### src/hdl/msd_pkg.sv
// ----------------------------------------------------------------------------
// msd_pkg
// Types, codes and constants shared by the magic-sync message deframer.
// ----------------------------------------------------------------------------
package msd_pkg;

  localparam int HEADER_BYTES = 20;
  localparam int MAGIC_BYTES  = 4;
  localparam int HDR_CNT_W    = 5;
  localparam int CFG_INDEX_W  = 8;
  localparam int QUEUE_DEPTH  = 2;

  localparam logic [31:0] MAX_PAYLOAD_RESET = 32'd65536;

  // Header byte positions, counted from the first magic byte
  localparam logic [HDR_CNT_W-1:0] CNT_MAGIC    = HDR_CNT_W'(MAGIC_BYTES);
  localparam logic [HDR_CNT_W-1:0] CNT_TYPE_END = HDR_CNT_W'(8);
  localparam logic [HDR_CNT_W-1:0] CNT_LEN_END  = HDR_CNT_W'(12);
  localparam logic [HDR_CNT_W-1:0] CNT_SEQ_END  = HDR_CNT_W'(16);
  localparam logic [HDR_CNT_W-1:0] CNT_HDR_LAST = HDR_CNT_W'(HEADER_BYTES - 1);

  // Configuration register indexes
  localparam logic [CFG_INDEX_W-1:0] CFG_MAGIC_WORD  = CFG_INDEX_W'(0);
  localparam logic [CFG_INDEX_W-1:0] CFG_MAX_PAYLOAD = CFG_INDEX_W'(1);

  typedef enum logic [1:0] {
    PH_HUNT,
    PH_HEADER,
    PH_PAYLOAD
  } phase_t;

  typedef struct packed {
    logic        is_header;
    logic [31:0] msg_type;
    logic [31:0] sequence_number;
    logic [31:0] payload_length;
    logic [7:0]  payload_byte;
    logic        last;
    logic        checksum_ok;
  } result_t;

endpackage

### src/hdl/msd_ifs.sv
// ----------------------------------------------------------------------------
// msd_ifs
// Valid/ready channels of the deframer: byte stream, results and config.
// ----------------------------------------------------------------------------
interface msd_byte_if;
  logic       valid;
  logic       ready;
  logic [7:0] data_byte;

  modport source (output valid, output data_byte, input ready);
  modport sink (input valid, input data_byte, output ready);
endinterface

interface msd_result_if;
  logic        valid;
  logic        ready;
  logic        is_header;
  logic [31:0] msg_type;
  logic [31:0] sequence_number;
  logic [31:0] payload_length;
  logic [7:0]  payload_byte;
  logic        last;
  logic        checksum_ok;

  modport source (
    output valid, output is_header, output msg_type, output sequence_number,
    output payload_length, output payload_byte, output last, output checksum_ok,
    input ready
  );
  modport sink (
    input valid, input is_header, input msg_type, input sequence_number,
    input payload_length, input payload_byte, input last, input checksum_ok,
    output ready
  );
endinterface

interface msd_cfg_if;
  logic                            valid;
  logic                            ready;
  logic [msd_pkg::CFG_INDEX_W-1:0] index;
  logic [31:0]                     data;

  modport source (output valid, output index, output data, input ready);
  modport sink (input valid, input index, input data, output ready);
endinterface

### src/hdl/msd_front.sv
// ----------------------------------------------------------------------------
// msd_front
// Byte parser: magic hunt, header capture, length check and payload
// streaming with running checksum. Pushes one result per result beat.
// ----------------------------------------------------------------------------
module msd_front (
  input  logic             clk,
  input  logic             rst,
  msd_cfg_if.sink          cfg,
  msd_byte_if.sink         stream,
  input  logic             queue_full,
  output logic             push,
  output msd_pkg::result_t push_data
);

  logic [31:0] magic_word;
  logic [31:0] max_payload_length;

  msd_pkg::phase_t               phase;
  msd_pkg::phase_t               phase_next;
  logic [31:0]                   sync_window;
  logic [msd_pkg::HDR_CNT_W-1:0] header_byte_count;

  logic [31:0] held_type;
  logic [31:0] held_length;
  logic [31:0] held_sequence;
  logic [31:0] held_checksum;
  logic [31:0] running_sum;
  logic [31:0] bytes_remaining;

  logic                          acc;
  logic [7:0]                    b;
  logic [31:0]                   window_shift;
  logic [msd_pkg::HDR_CNT_W-1:0] count_sat;
  logic                          magic_hit;
  logic                          hdr_done;
  logic [31:0]                   checksum_shift;
  logic                          oversize;
  logic                          empty_msg;
  logic [31:0]                   sum_shift;
  logic                          pay_last;

  assign cfg.ready    = 1'b1;
  assign stream.ready = !queue_full;

  always_ff @(posedge clk) begin
    if (rst) begin
      magic_word         <= '0;
      max_payload_length <= msd_pkg::MAX_PAYLOAD_RESET;
    end else if (cfg.valid && cfg.ready) begin
      if (cfg.index == msd_pkg::CFG_MAGIC_WORD) begin
        magic_word <= cfg.data;
      end else if (cfg.index == msd_pkg::CFG_MAX_PAYLOAD) begin
        max_payload_length <= cfg.data;
      end
    end
  end

  assign acc            = stream.valid && stream.ready;
  assign b              = stream.data_byte;
  assign window_shift   = {sync_window[23:0], b};
  assign count_sat      = (header_byte_count < msd_pkg::CNT_MAGIC) ?
                          header_byte_count + 1'b1 : header_byte_count;
  // count saturates at the magic length, so equality means the window is full
  assign magic_hit      = (count_sat == msd_pkg::CNT_MAGIC) && (window_shift == magic_word);
  assign hdr_done       = header_byte_count == msd_pkg::CNT_HDR_LAST;
  assign checksum_shift = {held_checksum[23:0], b};
  assign oversize       = held_length > max_payload_length;
  assign empty_msg      = held_length == '0;
  assign sum_shift      = running_sum + {24'd0, b};
  assign pay_last       = bytes_remaining == 32'd1;

  // Next state
  always_comb begin
    phase_next = phase;
    unique case (phase)
      msd_pkg::PH_HUNT: begin
        if (acc && magic_hit) phase_next = msd_pkg::PH_HEADER;
      end
      msd_pkg::PH_HEADER: begin
        if (acc && hdr_done) begin
          phase_next = (oversize || empty_msg) ? msd_pkg::PH_HUNT : msd_pkg::PH_PAYLOAD;
        end
      end
      msd_pkg::PH_PAYLOAD: begin
        if (acc && pay_last) phase_next = msd_pkg::PH_HUNT;
      end
      default: phase_next = msd_pkg::PH_HUNT;
    endcase
  end

  // Outputs
  always_comb begin
    push                           = 1'b0;
    push_data                      = '0;
    push_data.msg_type             = held_type;
    push_data.sequence_number      = held_sequence;
    push_data.payload_length       = held_length;
    unique case (phase)
      msd_pkg::PH_HEADER: begin
        if (acc && hdr_done && !oversize) begin
          push                  = 1'b1;
          push_data.is_header   = 1'b1;
          push_data.last        = empty_msg;
          push_data.checksum_ok = empty_msg && (checksum_shift == '0);
        end
      end
      msd_pkg::PH_PAYLOAD: begin
        if (acc) begin
          push                   = 1'b1;
          push_data.payload_byte = b;
          push_data.last         = pay_last;
          push_data.checksum_ok  = pay_last && (sum_shift == held_checksum);
        end
      end
      default: begin
        push = 1'b0;
      end
    endcase
  end

  // Control state
  always_ff @(posedge clk) begin
    if (rst) begin
      phase             <= msd_pkg::PH_HUNT;
      sync_window       <= '0;
      header_byte_count <= '0;
    end else begin
      phase <= phase_next;
      if (acc) begin
        unique case (phase)
          msd_pkg::PH_HUNT: begin
            sync_window       <= window_shift;
            header_byte_count <= count_sat;
          end
          msd_pkg::PH_HEADER: begin
            if (hdr_done) begin
              sync_window       <= '0;
              header_byte_count <= '0;
            end else begin
              header_byte_count <= header_byte_count + 1'b1;
            end
          end
          msd_pkg::PH_PAYLOAD: begin
            if (pay_last) begin
              sync_window       <= '0;
              header_byte_count <= '0;
            end
          end
          default: begin
            sync_window       <= '0;
            header_byte_count <= '0;
          end
        endcase
      end
    end
  end

  // Header words and payload counters; the four header words are fully
  // overwritten by their four bytes each, so no clearing on sync
  always_ff @(posedge clk) begin
    if (acc) begin
      if (phase == msd_pkg::PH_HEADER) begin
        if (header_byte_count < msd_pkg::CNT_TYPE_END) begin
          held_type <= {held_type[23:0], b};
        end else if (header_byte_count < msd_pkg::CNT_LEN_END) begin
          held_length <= {held_length[23:0], b};
        end else if (header_byte_count < msd_pkg::CNT_SEQ_END) begin
          held_sequence <= {held_sequence[23:0], b};
        end else begin
          held_checksum <= checksum_shift;
        end
        if (hdr_done) begin
          running_sum     <= '0;
          bytes_remaining <= held_length;
        end
      end else if (phase == msd_pkg::PH_PAYLOAD) begin
        running_sum     <= sum_shift;
        bytes_remaining <= bytes_remaining - 32'd1;
      end
    end
  end

endmodule

### src/hdl/msd_queue.sv
// ----------------------------------------------------------------------------
// msd_queue
// Short result queue between parser and output; drives the result channel.
// ----------------------------------------------------------------------------
module msd_queue #(
  parameter int DEPTH = msd_pkg::QUEUE_DEPTH
) (
  input  logic             clk,
  input  logic             rst,
  input  logic             push,
  input  msd_pkg::result_t push_data,
  output logic             full,
  msd_result_if.source     results
);

  localparam int PTR_W = (DEPTH > 1) ? $clog2(DEPTH) : 1;
  localparam int CNT_W = $clog2(DEPTH + 1);

  msd_pkg::result_t mem [DEPTH];
  logic [PTR_W-1:0] wr_ptr;
  logic [PTR_W-1:0] rd_ptr;
  logic [CNT_W-1:0] count;
  logic             pop;
  logic             do_push;
  msd_pkg::result_t head;

  assign full    = count == CNT_W'(DEPTH);
  assign pop     = results.valid && results.ready;
  assign do_push = push && !full;

  always_ff @(posedge clk) begin
    if (do_push) mem[wr_ptr] <= push_data;
  end

  always_ff @(posedge clk) begin
    if (rst) begin
      wr_ptr <= '0;
      rd_ptr <= '0;
      count  <= '0;
    end else begin
      if (do_push) begin
        wr_ptr <= (wr_ptr == PTR_W'(DEPTH - 1)) ? '0 : wr_ptr + 1'b1;
      end
      if (pop) begin
        rd_ptr <= (rd_ptr == PTR_W'(DEPTH - 1)) ? '0 : rd_ptr + 1'b1;
      end
      unique case ({do_push, pop})
        2'b10:   count <= count + 1'b1;
        2'b01:   count <= count - 1'b1;
        default: count <= count;
      endcase
    end
  end

  assign head                    = mem[rd_ptr];
  assign results.valid           = count != '0;
  assign results.is_header       = head.is_header;
  assign results.msg_type        = head.msg_type;
  assign results.sequence_number = head.sequence_number;
  assign results.payload_length  = head.payload_length;
  assign results.payload_byte    = head.payload_byte;
  assign results.last            = head.last;
  assign results.checksum_ok     = head.checksum_ok;

endmodule

### src/hdl/magic_sync_message_deframer.sv
// ----------------------------------------------------------------------------
// magic_sync_message_deframer
// A result beat is queued as its byte is accepted, then presented at the head.
// Throughput: one byte per cycle; the parser takes a byte whenever the result
// queue (QUEUE_DEPTH entries) has room, so the output may stall on its own.
// Reset (rst, synchronous): hunting with an empty window, queue empty,
// magic_word 0, max_payload_length 65536. No clearing pass.
// ----------------------------------------------------------------------------
module magic_sync_message_deframer #(
  parameter int QUEUE_DEPTH = msd_pkg::QUEUE_DEPTH
) (
  input logic          clk,
  input logic          rst,
  msd_cfg_if.sink      cfg,
  msd_byte_if.sink     stream,
  msd_result_if.source results
);

  logic             push;
  logic             full;
  msd_pkg::result_t push_data;

  msd_front u_front (
    .clk        (clk),
    .rst        (rst),
    .cfg        (cfg),
    .stream     (stream),
    .queue_full (full),
    .push       (push),
    .push_data  (push_data)
  );

  msd_queue #(
    .DEPTH (QUEUE_DEPTH)
  ) u_queue (
    .clk       (clk),
    .rst       (rst),
    .push      (push),
    .push_data (push_data),
    .full      (full),
    .results   (results)
  );

endmodule

### src/flat_wrapper.sv
// flat-port wrapper written by rule: the top's interface ports become plain ports
module magic_sync_message_deframer_flat 
#(
  parameter int QUEUE_DEPTH = msd_pkg::QUEUE_DEPTH
)
  (clk, rst, cfg_valid, cfg_index, cfg_data, cfg_ready, stream_valid, stream_data_byte, stream_ready, results_valid, results_is_header, results_msg_type, results_sequence_number, results_payload_length, results_payload_byte, results_last, results_checksum_ok, results_ready);
  msd_cfg_if cfg_i ();
  msd_byte_if stream_i ();
  msd_result_if results_i ();
  input logic clk;
  input logic rst;
  input wire logic [$bits(cfg_i.valid)-1:0] cfg_valid;
  input wire logic [$bits(cfg_i.index)-1:0] cfg_index;
  input wire logic [$bits(cfg_i.data)-1:0] cfg_data;
  output wire logic [$bits(cfg_i.ready)-1:0] cfg_ready;
  input wire logic [$bits(stream_i.valid)-1:0] stream_valid;
  input wire logic [$bits(stream_i.data_byte)-1:0] stream_data_byte;
  output wire logic [$bits(stream_i.ready)-1:0] stream_ready;
  output wire logic [$bits(results_i.valid)-1:0] results_valid;
  output wire logic [$bits(results_i.is_header)-1:0] results_is_header;
  output wire logic [$bits(results_i.msg_type)-1:0] results_msg_type;
  output wire logic [$bits(results_i.sequence_number)-1:0] results_sequence_number;
  output wire logic [$bits(results_i.payload_length)-1:0] results_payload_length;
  output wire logic [$bits(results_i.payload_byte)-1:0] results_payload_byte;
  output wire logic [$bits(results_i.last)-1:0] results_last;
  output wire logic [$bits(results_i.checksum_ok)-1:0] results_checksum_ok;
  input wire logic [$bits(results_i.ready)-1:0] results_ready;
  assign cfg_i.valid = cfg_valid;
  assign cfg_i.index = cfg_index;
  assign cfg_i.data = cfg_data;
  assign cfg_ready = cfg_i.ready;
  assign stream_i.valid = stream_valid;
  assign stream_i.data_byte = stream_data_byte;
  assign stream_ready = stream_i.ready;
  assign results_valid = results_i.valid;
  assign results_is_header = results_i.is_header;
  assign results_msg_type = results_i.msg_type;
  assign results_sequence_number = results_i.sequence_number;
  assign results_payload_length = results_i.payload_length;
  assign results_payload_byte = results_i.payload_byte;
  assign results_last = results_i.last;
  assign results_checksum_ok = results_i.checksum_ok;
  assign results_i.ready = results_ready;
  magic_sync_message_deframer #(.QUEUE_DEPTH(QUEUE_DEPTH)) u_core (.clk(clk), .rst(rst), .cfg(cfg_i), .stream(stream_i), .results(results_i));
endmodule
### config.mk
export PLATFORM = sky130hd
export DESIGN_NAME = magic_sync_message_deframer_flat
export DESIGN_NICKNAME = d
export VERILOG_FILES = /design/src/hdl/msd_pkg.sv /design/src/hdl/msd_ifs.sv /design/src/hdl/msd_front.sv /design/src/hdl/msd_queue.sv /design/src/hdl/magic_sync_message_deframer.sv /design/src/flat_wrapper.sv
export SDC_FILE = /design/constraint.sdc
export NUM_CORES = 1
export LEC_CHECK = 0
export BUFFER_PORTS_ARGS = -buffer_cell sky130_fd_sc_hd__buf_4
export CAP_MARGIN = 5
export CORE_UTILIZATION = 60
export CTS_CLUSTER_SIZE = 40
export DETAILED_ROUTE_END_ITERATION = 8
export GPL_ROUTABILITY_DRIVEN = 0
export PLACE_DENSITY = 0.77
export SYNTH_ARGS = -nofsm -noshare
export SYNTH_HDL_FRONTEND = slang
export SYNTH_HIERARCHICAL = 1
export SYNTH_SLANG_ARGS = --single-unit
### constraint.sdc
create_clock -name clk -period 6.34 [get_ports clk]
set_input_delay 0.317 -clock clk [delete_from_list [all_inputs] [get_ports clk]]
set_output_delay 0.317 -clock clk [all_outputs]
set_load 0.01 [all_outputs]
==> results of run 1 <==
cells by family after synthesis:
group / after synthesis
adder cells (fa/ha/maj): 48
AO/OA/AOI/OAI: 221
AND/OR/NAND/NOR: 494
multiplexers: 114
other: 1
buffers and inverters: 127
XOR/XNOR: 124
flip-flops: 506
cell type report:
type / instances / area, um^2 / share of cell area [%]
clock buffer: 66 / 1390 / 5.66
clock inverter: 20 / 155 / 0.631
inverter: 54 / 205 / 0.834
multi-input combinational: 1002 / 6670 / 27.1
sequential: 506 / 14200 / 57.7
tap: 455 / 569 / 2.31
timing repair buffer: 184 / 1410 / 5.74
cells in the final DEF (no fill, tap or decap), types with 6 or more instances in the layout:
master and count:
nand4_1 24, clkinv_2 7, clkbuf_1 10, nor4_1 36, nor3_1 24, nand3_1 41, dfxtp_1 99, and3_1 14
xor2_1 74, nand2_1 219, dlygate4sd3_1 7, edfxtp_1 406, a21oi_1 113, buf_4 176, nor2b_1 12, xnor2_1 48
a21o_1 16, or3_1 6, mux2i_1 7, clkbuf_16 52, mux2_2 107, nor2_1 80, ha_1 46, o21ai_0 45
inv_1 52
worst register-to-register path, delay by kind of cell, from the launching register on:
family	cells	cell delay (ns)
and+or+nand+nor	4	1.06
adders and majority gates	1	0.34
buffers and inverters	4	1.15
DFF	1	0.45
AOI/OAI and AO/OA	6	1.32
layer usage:
metal  global-route usage, %  vias up
li1                        -     6282
met1                    36.7     6568
met2                    39.5      557
met3                    4.03       81
met4                    8.25        0
met5                       0        -
state kept, by name, indices dropped and copies added (netlist names), named ones only:
register                           cells
u_core/u_queue/mem                   214
u_core/u_queue/wr_ptr                  1
u_core/u_front/held_checksum          32
u_core/u_front/phase                   2
u_core/u_front/header_byte_count       5
u_core/u_queue/count                   2
u_core/u_front/running_sum            32
u_core/u_front/held_type              32
u_core/u_queue/rd_ptr                  1
u_core/u_front/sync_window            24
u_core/u_front/magic_word             32
u_core/u_front/held_length            32
u_core/u_front/bytes_remaining        32
u_core/u_front/held_sequence          32
u_core/u_front/max_payload_length     32
power by group through the flow:
stage	Combinational, mW	Sequential (mW)	Clock (mW)
after CTS	0.131	3.55	2.84
final	0.132	3.55	2.79
after global routing	0.142	3.55	2.97
after floorplan	0.0640	3.62	0
after global placement	0.126	3.62	0
after detailed placement	0.127	3.62	0
through the flow:
step / setup WS (ns) / cells / power [mW] / util (%) / hold slack, ns
final: 1.68 / 2287 / 6.48 / 70.7 / 0.0136
after detailed placement: 1.69 / 2194 / 3.75 / 66.1 / 0.431
after floorplan: 0.924 / 1635 / 3.69 / - / 0.386
after CTS: 1.69 / 2287 / 6.52 / 70.7 / 0.000439
after global placement: 1.79 / 2194 / 3.75 / 66.1 / 0.423
after global routing: 1.44 / 2287 / 6.66 / 70.7 / 0.00638
path summary, 6_finish.rpt:
kind	start	end	depth (start not counted)
worst max-delay path	u_core/u_front/held_length[27]$_DFFE_PP_	u_core/u_queue/mem[0][63]$_DFFE_PP_	15
worst min-delay path	cfg_data[2]	u_core/u_front/magic_word[2]$_SDFFE_PP0P_	3
worst max register to register	u_core/u_front/held_length[27]$_DFFE_PP_	u_core/u_queue/mem[0][63]$_DFFE_PP_	15
worst min register to register	u_core/u_front/held_sequence[31]$_DFFE_PP_	u_core/u_queue/mem[0][73]$_DFFE_PP_	0
repair_timing:
action	4_1_cts	5_1_grt
endpoints found under the hold margin	8	0
hold buffers	7	0
resized for setup	0	0
==> impl_metrics.tcl, run 1 <==
set metrics [dict create \
    synthXorXnorAreaFrac_pct 5.21 \
    max_freq_mhz 214 \
    antenna_found_initial 0 \
    synthTopCellsByArea "edfxtp_1, dfxtp_1, mux2_2" \
    period_minus_slack_ns 4.66 \
    arrival_ns 4.91 \
    synth.largest_area_cell "edfxtp_1" \
    synth_cells 1635 \
    numClockSinks 506 \
    ys_seq_elements 506 \
    finalWirelength_mm 45.8 \
    synth-simple-area-share_pct 10.9 \
    worst_slew_margin_rel_pct 26.5 \
    postCtsSetupBuffers 0 \
    grt_pass1_vias 12900 \
    setup_tns_ns 0 \
    synth_top_area_share_pct 57.0 \
    synthTopCellsByCount "edfxtp_1, nand2_1, a21oi_1" \
    slowest_stage "inv_4" \
    dr_wl_met3_mm 3.44 \
    syn_nets 1736 \
    synth_compound_area_share_pct 6.21 \
    die_y_um 191 \
    drive_above_1_share_pct 20.7 \
    ir_drop_v 0.000223 \
    drt_first_pass_iters 6 \
    rsz0062_at_grt "no" \
    setup_viol 0 \
    fp.coreArea_um2 34800 \
    syn-cell-area_um2 21400 \
    worst_slew_pin_slew_ns 1.10 \
    vias 13500 \
    status "completed" \
    synthMuxAreaShare_pct 5.96 \
    cts_max_level 2 \
    highest-signal-layer "met4" \
    maxSlewViolCount 0 \
    synth.most_common_cell "edfxtp_1" \
    cts.path.max_buffers 3 \
    die_w_um 191 \
    grt_max_degree 104 \
    grt_pass1_wl_mm 70.8 \
    io_pins 163 \
    hold_class "input pin to flip-flop" \
    core.rowCount 68 \
    drc_errors 0 \
    crit_path_start_kind "flip-flop" \
    p_sw_share_pct 19.9 \
    initial_core_util_pct 61.4 \
    combinationalPowerShare_pct 2.0 \
    drv_cap 0 \
    reg2reg_slack_ns 1.68 \
    antenna_left 0 \
    synth-edff-count 406 \
    placedInstanceArea_um2 23000 \
    worstPathRequired_ns 6.59 \
    worstSkewPairLatency_ns 0.57 \
    io_buffer_count 161 \
    cp_num_buf_inv 4 \
    clkTransAtPathRegs_ns 0.06 \
    hold_viol_final 0 \
    first_iter_violations 1405 \
    wl_met1_mm 20.1 \
    synth_warnings 6 \
    vias_per_cell 5.90 \
    worst-path-max-fanout 59 \
    tritoncts "yes" \
    grt_usage_pct 25.4 \
    clock_skew_ns 0.0133 \
    synth_fa_ha_area_share_pct 2.84 \
    seq_power_share_pct 54.9 \
    die_area_um2 36400 \
    static-leakage-power_nw 8.43 \
    dp_hpwl_mm 29.8 \
    fillers 2381 \
    synthArstFlopShare_pct 0 \
    synthDistinctLibCells 72 \
    criticalPathCategory "flip-flop to flip-flop" \
    root_buffer "clkbuf_16" \
    syn_avg_cell_area_um2 13.1 \
    wl_met2_mm 21.1 \
    synth_top_family_by_area "simple AND/OR/NAND/NOR gates" \
    power.switching_mw 1.29 \
    syn2layout_area_growth_pct 15.1 \
    overflow 0 \
    critical-path-max-stage-delay_ns 0.59 \
    synthFlopType "edfxtp_1" \
    finish.instance_area_um2 24600 \
    worst_setup_path_end_kind "flip-flop" \
    p_int_mw 5.19 \
    powerDensity_nw_per_um2 263 \
    worstPathCellList "ha_1 -> and3_1 -> a221o_1 -> a21o_1 -> a21oi_1 -> nor2b_1 -> o21ai_0 -> a32oi_1 -> or3_1 -> inv_1 -> o21a_1 -> inv_1 -> or3_1 -> inv_4 -> buf_12" \
    wl_per_cell_um 20.0 \
    diodes 0 \
    clkPwrFrac_pct 43.1 \
    final_nets 1898 \
    finalCritPeriodShare_pct 73.6 \
    yosysSeqAreaShare_pct 66.4 \
    cts_made_buffers 49 \
    crit_family "compound AO/OA/AOI/OAI gates" \
]
(Power assumes the default switching activity.)
==> run 2: changes to the inputs <==
CORE_UTILIZATION = 54   (was 60)
PLACE_DENSITY = 0.73   (was 0.77)
clock period = 3.8 ns   (was 6.34 ns; I/O delays follow)
==> impl_metrics.tcl, run 2 (synthesis gave the netlist of run 1 again) <==
set metrics [dict create \
    status "completed" \
    r2r_cells 16 \
    grt_max_degree 101 \
    io_buffer_count 161 \
    tritoncts "yes" \
    dp_hpwl_mm 31.2 \
    rr_endpoint "u_core/u_queue/mem[0][86]$_DFFE_PP_" \
    max_freq_mhz 269 \
    grt_pass1_wl_mm 73.6 \
    mostFrequentLayoutCell "edfxtp_1" \
    worstPathCellList "ha_1 -> and3_1 -> a221o_1 -> a21o_1 -> a21oi_2 -> nor2b_1 -> o21ai_2 -> a32oi_2 -> or3_4 -> inv_2 -> o21a_1 -> inv_1 -> or3_4 -> clkinvlp_4 -> buf_12 -> clkbuf_16" \
    rr_startpoint "u_core/u_front/held_length[26]$_DFFE_PP_" \
    cp.depth 16 \
    maxSlewViolCount 0 \
    critical-path-max-stage-delay_ns 0.41 \
    crit_path_start_kind "flip-flop" \
    finish.instance_area_um2 25700 \
    static-leakage-power_nw 8.89 \
    wl_per_cell_um 20.2 \
    multiInputGateArea_um2 6710 \
    die_area_um2 40400 \
    cts_max_level 2 \
    die_w_um 201 \
    fp.coreArea_um2 38800 \
    grt_pass1_vias 13400 \
    ir_drop_v 0.000327 \
    finalWirelength_mm 49.1 \
    cp_num_buf_inv 5 \
    setup_viol 0 \
    antenna_left 0 \
    finalCritPeriodShare_pct 97.7 \
    largest_reg_flops 214 \
    worstPathRequired_ns 4.10 \
    dp_cells 2287 \
    die_y_um 201 \
    cts_made_buffers 52 \
    syn2layout_area_growth_pct 20.2 \
    regArea_um2 14200 \
    drive_above_1_share_pct 22.8 \
    worst-path-max-fanout 10 \
    hold_depth 2 \
    worst_setup_path_end_kind "flip-flop" \
    grt_usage_pct 23.5 \
    drt_first_pass_iters 5 \
    slowest_stage "edfxtp_1" \
    drc_errors 0 \
    diodes 0 \
    placedInstanceArea_um2 23400 \
    clock_skew_ns 0.0198 \
    hp-start "stream_data_byte[0]" \
    cts.path.max_buffers 3 \
    largest_register "u_core/u_queue/mem" \
    min_delay_worst_endpoint "u_core/u_front/held_checksum[0]$_DFFE_PP_" \
    arrival_ns 4.01 \
    initial_core_util_pct 55.1 \
    hold_viol_final 0 \
    holdWs_ns 0.0459 \
    final_nets 1974 \
    worst_slew_pin_slew_ns 1.19 \
    root_buffer "clkbuf_16" \
    criticalPathCategory "flip-flop to flip-flop" \
    final_cell_mix "edfxtp_1, nand2_1, buf_4, a21oi_1, mux2_2" \
    powerDensity_nw_per_um2 437 \
    clkTransAtPathRegs_ns 0.06 \
    io_pins 163 \
    hold_class "input pin to flip-flop" \
    path_common_cell "or3_4" \
    worst_slew_margin_rel_pct 20.4 \
    crit_family "compound AO/OA/AOI/OAI gates" \
    drv_cap 0 \
    power_mw 11.2 \
    first_iter_violations 1248 \
    core.rowCount 72 \
    overflow 0 \
    reg2reg_slack_ns 0.09 \
    vias_per_cell 5.65 \
    setup_tns_ns 0 \
    worstSkewPairLatency_ns 0.60 \
    vias 13800 \
    fillers 2797 \
    numClockSinks 506 \
    layoutNonFillerInstCount 2434 \
    period_minus_slack_ns 3.71 \
    antenna_found_initial 0 \
]
## run 2: repair_timing
action	in CTS	in global routing
buffers inserted	0	4
hold buffers	35	0
hold endpoints to repair	75	0
resized for setup	0	7
setup endpoints to repair	0	108
## run 2: worst max path at each step
stage                                                      to                                     start  slack [ns]
after floorplan            u_core/u_queue/mem[0][0]$_DFFE_PP_  u_core/u_front/held_length[26]$_DFFE_PP_       -0.39
after global placement    u_core/u_queue/mem[0][94]$_DFFE_PP_  u_core/u_front/held_length[26]$_DFFE_PP_        0.11
after detailed placement  u_core/u_queue/mem[0][64]$_DFFE_PP_  u_core/u_front/held_length[26]$_DFFE_PP_        0.07
after CTS                 u_core/u_queue/mem[0][84]$_DFFE_PP_  u_core/u_front/held_length[26]$_DFFE_PP_        0.04
after global routing       u_core/u_queue/mem[0][0]$_DFFE_PP_  u_core/u_front/held_length[26]$_DFFE_PP_       -0.04
final                     u_core/u_queue/mem[0][86]$_DFFE_PP_  u_core/u_front/held_length[26]$_DFFE_PP_        0.09
## run 2: final cells by class
type	instances	share of cell area [%]
sequential	506	55.3
multi-input combinational	1002	26.1
timing repair buffer	256	8.62
clock buffer	73	5.81
tap	518	2.52
clock inverter	24	0.852
inverter	54	0.803
timing repair inverter	1	0.0292
## run 2: power by group
group	leakage [nW]	internal (mW)	switching (mW)	total (mW)
Clock	0.837	2.95	2.10	5.05
Sequential	4.43	5.92	0.0116	5.93
Combinational	3.62	0.111	0.142	0.253
Total	8.89	8.98	2.25	11.2
## run 2: worst register-to-register path: cells and delay by family, from the launching register on
| family | cells | cell delay [ns] |
|---|---|---|
| DFF | 1 | 0.41 |
| AOI/OAI and AO/OA | 6 | 1.05 |
| buffers and inverters | 5 | 0.64 |
| and+or+nand+nor | 4 | 1.01 |
| adders and majority gates | 1 | 0.32 |
## run 2: per-layer routing
metal	up-vias	wire [um]	GRT usage [%]	part of all wire (%)
li1	6438	-	-	-
met1	6711	21500	33.4	44
met2	507	22700	36.4	46
met3	97	3330	3.78	6.8
met4	0	1540	9.27	3.1
met5	-	0	0	0
## run 2: through the flow
stage / utilization, % / setup WS [ns]
3_3_place_gp: 60.2 / 0.112
2_1_floorplan: - / -0.387
5_1_grt: 66.2 / -0.0421
4_1_cts: 65.5 / 0.0362
3_5_place_dp: 60.2 / 0.0675
6_report: 66.2 / 0.0882
==> run 3: changes to the inputs <==
ABC_AREA = 1   (was default)
CORE_UTILIZATION = 55   (was 54)
PLACE_DENSITY = 0.74   (was 0.73)
==> impl_metrics.tcl, run 3 <==
set metrics [dict create \
    p_int_mw 9.66 \
    worst-path-max-fanout 89 \
    finalWirelength_mm 52.0 \
    grt_pass1_wl_mm 80.4 \
    powerDensity_nw_per_um2 494 \
    worst_slew_pin_slew_ns 1.04 \
    synthTopCellsByCount "edfxtp_1, nand2_1, inv_1" \
    syn_avg_cell_area_um2 11.3 \
    clock_skew_ns 0.0205 \
    synth_warnings 6 \
    cts_made_buffers 50 \
    ir_drop_v 0.000309 \
    drive_above_1_share_pct 18.7 \
    overflow 0 \
    hp-start "rst" \
    tritoncts "yes" \
    drv_cap 0 \
    cts_max_level 2 \
    hold_class "input pin to flip-flop" \
    finalCritPeriodShare_pct 89.2 \
    cts_repair_resize_count 0 \
    diodes 0 \
    rsz0062_at_grt "no" \
    crit_path_start_kind "flip-flop" \
    setup_viol 0 \
    initial_core_util_pct 56.0 \
    grt_max_degree 90 \
    power_mw 12.9 \
    die_w_um 203 \
    drt_first_pass_iters 5 \
    criticalPathCategory "flip-flop to flip-flop" \
    die_y_um 203 \
    fp.coreArea_um2 39800 \
    dp_hpwl_mm 35.3 \
    hold_viol_final 0 \
    synthArstFlopShare_pct 0 \
    io_pins 163 \
    first_iter_violations 1358 \
    wl_per_cell_um 18.9 \
    worstSkewPairLatency_ns 0.59 \
    ys_seq_elements 506 \
    seq_power_share_pct 49.8 \
    largest_register "u_core/u_queue/mem" \
    synth_top_area_share_pct 54.7 \
    status "completed" \
    io_buffer_count 161 \
    antenna_left 0 \
    synthTopCellsByArea "edfxtp_1, dfxtp_1, nand2_1" \
    grt_usage_pct 25.4 \
    synth.most_common_cell "edfxtp_1" \
    vias 15400 \
    syn-cell-area_um2 22300 \
    vias_per_cell 5.60 \
    place_ws_ns 0.563 \
    cts.path.max_buffers 3 \
    worst_slew_margin_rel_pct 30.8 \
    min_delay_worst_endpoint "u_core/u_front/sync_window[23]$_SDFFE_PP0P_" \
    syn_nets 2069 \
    combinationalPowerShare_pct 12.9 \
    setup_ws_ns 0.412 \
    antenna_found_initial 1 \
    clkTransAtPathRegs_ns 0.06 \
    largest_reg_flops 214 \
    worstPathRequired_ns 4.01 \
    core.rowCount 73 \
    reg2reg_slack_ns 0.41 \
    rr_endpoint "u_core/u_queue/mem[1][30]$_DFFE_PP_" \
    drc_errors 0 \
    mostFrequentLayoutCell "edfxtp_1" \
    power.switching_mw 3.26 \
    yosysSeqAreaShare_pct 63.7 \
    final_cell_mix "edfxtp_1, nand2_1, inv_1, nor2_1, buf_4" \
    syn2layout_area_growth_pct 17.4 \
    max_freq_mhz 295 \
    die_area_um2 41300 \
    p_sw_share_pct 25.3 \
    synth_cells 1968 \
    final_nets 2290 \
    numClockSinks 506 \
    clkPwrFrac_pct 37.4 \
    maxSlewViolCount 0 \
    root_buffer "clkbuf_16" \
    synth.largest_area_cell "edfxtp_1" \
    arrival_ns 3.60 \
    synth-edff-count 406 \
    worst_setup_path_end_kind "flip-flop" \
    grt_pass1_vias 14900 \
    static-leakage-power_nw 9.93 \
    synthDistinctLibCells 49 \
    hold_depth 2 \
    synthFlopType "edfxtp_1" \
    r2r_cells 14 \
    period_minus_slack_ns 3.39 \
    rr_startpoint "u_core/u_front/held_length[27]$_DFFE_PP_" \
]
## run 3: cell count changes after synthesis, moves of 30 or more
cell      before  now
a211oi_1       3   44
inv_1         53  227
mux2_2       107   77
mux2_4         0   30
nand2_1      219  348
nand3_1       41   71
nor2_1        81  182
xnor2_1       48   18
xor2_1        74   24
## run 3: what timing repair did
item	in CTS	in global routing
setup buffers	0	0
hold buffers	41	0
endpoints found under the hold margin	87	0
## run 3: per-layer routing
metal / track usage [%] / part of all wire (%) / up-vias
met1: 35.9 / 43 / 7342
met5: 0 / 0 / -
li1: - / - / 7276
met2: 38.9 / 45 / 696
met3: 4.81 / 8.3 / 107
met4: 9.94 / 3.7 / 0
## run 3: logic make-up after synthesis
kind of cell | Yosys count | synth area share (%)
simple gates | 744 | 14.9
flops | 506 | 63.7
buf+inv | 283 | 5.04
compound gates | 236 | 5.96
mux | 107 | 5.91
fa+ha+maj | 48 | 2.73
xor+xnor | 43 | 1.75
other cells | 1 | 0.0168
## run 3: power by group through the flow
stage | clock network (mW) | registers [mW] | logic, mW
finish | 4.83 | 6.43 | 1.66
global route | 5.13 | 6.45 | 1.83
CTS | 4.92 | 6.43 | 1.65
detailed placement | 0 | 6.54 | 1.61
global placement | 0 | 6.53 | 1.57
floorplan | 0 | 6.48 | 1.10
## run 3: per-stage QoR
step           hold WS [ns]  cell area [um^2]  util (%)  instances  setup TNS [ns]
2_1_floorplan         0.289             22300         -       1968           -1.78
3_3_place_gp          0.423             24200      60.7       2621               0
3_5_place_dp          0.434             24200      60.7       2621               0
4_1_cts               0.126             26200      65.7       2755               0
5_1_grt               0.174             26200      65.7       2755               0
6_report              0.158             26200      65.7       2755               0
## run 3: worst max-delay path, cell delays in order (launching register included)
cell	delay, ns
edfxtp_1	0.46
ha_1	0.35
nand2_1	0.07
nor2_1	0.14
nand2_1	0.09
nor4_1	0.39
nand4_1	0.14
nand2_1	0.19
nand2_1	0.11
a21oi_1	0.16
inv_1	0.07
nor2_2	0.13
nand2_1	0.13
clkinvlp_4	0.11
buf_12	0.39
## run 3: area by class of cell
cell class                      instances  area, um^2
Inverter                              230         867
Fill cell                            2975       13600
Clock buffer                           73        1420
Sequential cell                       506       14200
Clock inverter                         20         186
Timing Repair Buffer                  222        1820
Multi-Input combinational cell       1179        7030
Tap cell                              525         657
## run 3: worst max path at each step
stage / start / to / slack, ns
after detailed placement: u_core/u_front/held_length[31]$_DFFE_PP_ / u_core/u_queue/mem[1][39]$_DFFE_PP_ / 0.56
after CTS: u_core/u_front/held_length[31]$_DFFE_PP_ / u_core/u_queue/mem[1][26]$_DFFE_PP_ / 0.54
after floorplan: u_core/u_front/held_length[5]$_DFFE_PP_ / u_core/u_queue/mem[0][0]$_DFFE_PP_ / -0.02
after global routing: u_core/u_front/held_length[27]$_DFFE_PP_ / u_core/u_queue/mem[1][37]$_DFFE_PP_ / 0.23
after global placement: u_core/u_front/held_length[31]$_DFFE_PP_ / u_core/u_queue/mem[1][38]$_DFFE_PP_ / 0.57
final: u_core/u_front/held_length[27]$_DFFE_PP_ / u_core/u_queue/mem[1][30]$_DFFE_PP_ / 0.41
